`config.mk`:
```
export PLATFORM = sky130hd
export DESIGN_NAME = psa_ctrl
export DESIGN_NICKNAME = d
export VERILOG_FILES = /design/src/rtl/psa_pkg.sv /design/src/rtl/psa_ctrl.sv
export SDC_FILE = /design/constraint.sdc
export NUM_CORES = 1
export LEC_CHECK = 0
export BUFFER_PORTS_ARGS = -buffer_cell sky130_fd_sc_hd__buf_2
export CAP_MARGIN = 10
export CORE_AREA = 5 5 42 44
export CTS_CLUSTER_SIZE = 12
export DETAILED_ROUTE_END_ITERATION = 8
export DIE_AREA = 0 0 47 49
export PLACE_DENSITY = 0.37
export SYNTH_ARGS = -nofsm -noshare
export SYNTH_HDL_FRONTEND = slang
export SYNTH_SLANG_ARGS = --single-unit
```
`constraint.sdc`:
```
create_clock -name clk -period 2.05 [get_ports clk]
set_input_delay 0.205 -clock clk [delete_from_list [all_inputs] [get_ports clk]]
set_output_delay 0.205 -clock clk [all_outputs]
set_load 0.005 [all_outputs]
```
`src/rtl/psa_pkg.sv`:
```
// shared types and constants of the pixel sample accumulator
// no dependencies
package psa_pkg;

    localparam int SUM_W     = 40;
    localparam int SAMPLE_W  = 24;
    localparam int COORD_W   = 16;
    localparam int CFG_W     = 9;
    localparam int CFG_IDX_W = 2;
    localparam int OUT_CNT_W = 16;
    localparam int STATUS_W  = 2;

    localparam logic [CFG_W-1:0] ACTIVE_RESET = 9'd256;

    localparam logic FUNC_ADD  = 1'b0;
    localparam logic FUNC_READ = 1'b1;

    localparam logic [CFG_IDX_W-1:0] REG_ACTIVE_WIDTH  = 2'd0;
    localparam logic [CFG_IDX_W-1:0] REG_ACTIVE_HEIGHT = 2'd1;

    typedef enum logic [STATUS_W-1:0] {
        STAT_OK        = 2'd0,
        STAT_OUTSIDE   = 2'd1,
        STAT_NONFINITE = 2'd2,
        STAT_FULL      = 2'd3
    } status_t;

    typedef enum logic [1:0] {
        ST_CLEAR,
        ST_IDLE,
        ST_EVAL,
        ST_DIVIDE
    } state_t;

    typedef struct packed {
        logic clear_step;
        logic lookup;
        logic commit;
        logic div_start;
        logic div_load;
    } psa_cmd_t;

    typedef struct packed {
        logic clear_last;
        logic needs_div;
        logic div_done;
        logic out_busy;
    } psa_flags_t;

endpackage

```
`src/rtl/psa_ctrl.sv`:
```
// controller: sequences the clear sweep, lookup, update and divide steps
// uses psa_pkg
module psa_ctrl (
    input  logic                clk,
    input  logic                rst_n,
    input  logic                in_valid,
    output logic                in_stall,
    input  psa_pkg::psa_flags_t flags,
    output psa_pkg::psa_cmd_t   cmd
);
    import psa_pkg::*;

    state_t state_reg, state_next;

    always_ff @(posedge clk or negedge rst_n)
    begin
        if (!rst_n)
            state_reg <= ST_CLEAR;
        else
            state_reg <= state_next;
    end

    always_comb
    begin
        state_next = state_reg;
        in_stall   = 1'b1;
        cmd        = '0;
        case (state_reg)
            ST_CLEAR:
            begin
                cmd.clear_step = 1'b1;
                if (flags.clear_last)
                    state_next = ST_IDLE;
            end
            ST_IDLE:
            begin
                in_stall = 1'b0;
                if (in_valid)
                begin
                    cmd.lookup = 1'b1;
                    state_next = ST_EVAL;
                end
            end
            ST_EVAL:
            begin
                // memory word is in the read register now
                if (flags.needs_div)
                begin
                    cmd.div_start = 1'b1;
                    state_next    = ST_DIVIDE;
                end
                else if (!flags.out_busy)
                begin
                    cmd.commit = 1'b1;
                    state_next = ST_IDLE;
                end
            end
            ST_DIVIDE:
            begin
                if (flags.div_done && !flags.out_busy)
                begin
                    cmd.div_load = 1'b1;
                    state_next   = ST_IDLE;
                end
            end
            default:
            begin
                state_next = ST_CLEAR;
            end
        endcase
    end

endmodule

```
==> qor.txt <==
Lkg Pwr - 0.1843 nW
critical setup path kind - register to register
share of layout cells above drive strength 1 - 44.74%
register area share after synthesis - 22.73%
NetSw - 145.2 uW
antenna viol nets, final - 0
largest net degree at the start of global routing - 6
Global Route Usage Sum - 5.915%
die area - 2303 sq um
TritonCTS clock tree - built
Via-to-Cell Ratio - 3.685
drt pass-1 iters - 2
crit-path max cell delay - 0.39 ns
number of buffers created by CTS - 3
WL final - 507 um
Fmax - 619.9 MHz
internal power component - 239.5 uW
Layout area overhead - 51.14%
CTS clk-pin slew, worst paths - 0.03 ns
Pwr Total - 384.7 uW
Power Dens Cells - 1156 nW/um^2
min Tclk post-route - 1.613 ns
mapped cell area - 220.2 sq um
unrepaired setup endpoints after global routing - false
number of core rows - 14
Syn Nets - 33
Worst setup SP type - register
critical path cell sequence - inv_1 -> ha_1 -> and3b_1 -> a2111oi_4 -> mux2i_1
initial antenna violation count - 0
CTS resizes - 0
Comb pwr share - 57.8%
Final Cycle Share - 78.69%
Syn Area/Cell - 10.01 sq um
Clock Root Buffer - clkbuf_4
Starting Density - 15.71%
later-pin clock latency in the skew report - 0.22 ns
Worst-Margin Slew - 0.3234 ns
Post-Layout Cell Count - 54
Synth Register Bits - 2
DR DRC count - 0
commonest non-fill, non-tap cell in the layout - buf_2
Worst setup EP type - register
Core ar. - 1401 sq um
synth warn - 0
H-tree lvl count - 1
Layout Skew - 0.002344 ns
Die Width - 47 um
clock share of power - 22.4%
Synth cell types - 13
WP data required - 2.19 ns
Sw Ratio - 37.75%
Slew Viols, Final - 0
status - finished clean
Place WS - 0.4125 ns
sequential power share - 19.7%
DP HPWL - 425.2 um
Post-CTS Setup Bufs - 0
vias in the first global route - 224
Cells after DPL - 50
slowest stage cell, crit path - a2111oi_4
die height - 49 um
commonest non-fill, non-tap cells in the layout - 12 x buf_2, 4 x inv_1, 4 x ha_1
Nets - 51
Routed wire per std cell - 9.389 um
maximum vdd drop - 342.8 uV
Setup violations, final - 0
global-route wire length before repair - 910 um
max reg flops - 2
# diodes - 0
clk sinks - 2
clk buf depth - 2
Port Buffers - 12
final hold vios - 0
WP data arrival - 1.75 ns
Critical Path Fanout Max - 3
Starting DRT DRC Count - 1
HP Class - input port to asynchronous set/reset pin
Hold Slack - 0.2945 ns
final worst slack - 0.4369 ns
via count - 199
number of I/O pins - 13
Mapped Cells - 22
total gr overflow - 0
gpl congestion - 0.7126
setup TNS - 0 ns
Slew Limit Headroom - 78.44%
max cap viols - 0
[Yosys cell counts]
master     count  area share, %
a2111oi_4      1             13
and2_1         1            2.8
and2_2         1            3.4
and3b_1        1            4.0
dfrtp_1        2             23
ha_1           4             23
inv_1          4            6.8
mux2i_1        2            9.1
nand2b_1       1            2.8
nor2_1         1            1.7
nor2b_1        2            5.7
nor3b_1        1            3.4
o21ai_0        1            2.3
[path summary, 6_finish.rpt]
| path | startpoint | cells after the start | slack, ns | endpoint |
|---|---|---|---|---|
| setup / recovery | state_reg[0] | 5 | 0.44 | state_reg[1] |
| max in group asynchronous | rst_n | 2 | 1.66 | state_reg[0] |
| setup reg to reg | state_reg[0] | 5 | 0.44 | state_reg[1] |
| hold / removal | rst_n | 2 | 0.29 | state_reg[1] |
| hold reg to reg | state_reg[1] | 2 | 0.63 | state_reg[1] |
| min in group clk | flags[1] | 4 | 0.48 | state_reg[0] |
[final cells by class]
cell class / instances / area (sq um)
Clock buffer: 3 / 22.52
Fill cell: 166 / 1069
Sequential cell: 2 / 50.05
Timing Repair Buffer: 13 / 70.07
Inverter: 4 / 15.01
Multi-Input combinational cell: 16 / 155.1
Tap cell: 16 / 20.02
[layer usage]
metal	vias to the layer above	part of all wire [%]	GRT usage, %
met5	-	0	0
met4	0	0	5.530
met3	0	14	3.690
met2	10	41	7.240
met1	85	44	6.593
li1	104	-	-
[power groups by stage]
stage                     sequential, mW  combinational [mW]  clock [mW]
after floorplan                   0.0713               0.162           0
after global placement            0.0748               0.224           0
after detailed placement          0.0768               0.226           0
after CTS                         0.0761               0.229      0.0923
after global routing              0.0796               0.259       0.102
final                             0.0759               0.222      0.0863
[cell families (layout without fill, tap and decap cells)]
| kind of cell | after synthesis | in the layout | share of synthesized area [%] |
|---|---|---|---|
| adder cells (fa/ha/maj) | 4 | 4 | 22.73 |
| flip-flops | 2 | 2 | 22.73 |
| buffers and inverters | 4 | 20 | 6.816 |
| AND/OR/NAND/NOR | 8 | 8 | 23.87 |
| AO/OA/AOI/OAI | 2 | 2 | 14.77 |
| multiplexers | 2 | 2 | 9.091 |
[stage by stage]
stage | cell area, sq um | util [%]
6_report | 332.8 | 23.75
5_1_grt | 332.8 | 23.75
4_1_cts | 332.8 | 23.75
3_5_place_dp | 300.3 | 21.43
3_3_place_gp | 300.3 | 21.43
2_1_floorplan | 220.2 | -
[repair_timing]
action / in CTS / in global routing
hold buffers: 1 / 0
endpoints found under the setup margin: 0 / 0
hold endpoints to repair: 2 / 0
[worst max-delay path, delay by kind of cell, from the launching register on]
family | cells | cell delay (ns)
AOI/OAI and AO/OA | 1 | 0.39
adders and majority gates | 1 | 0.22
buffers and inverters | 1 | 0.09
DFF | 1 | 0.37
muxes | 1 | 0.24
and+or+nand+nor | 1 | 0.22
Note: power is estimated with default switching activity, not from simulation.
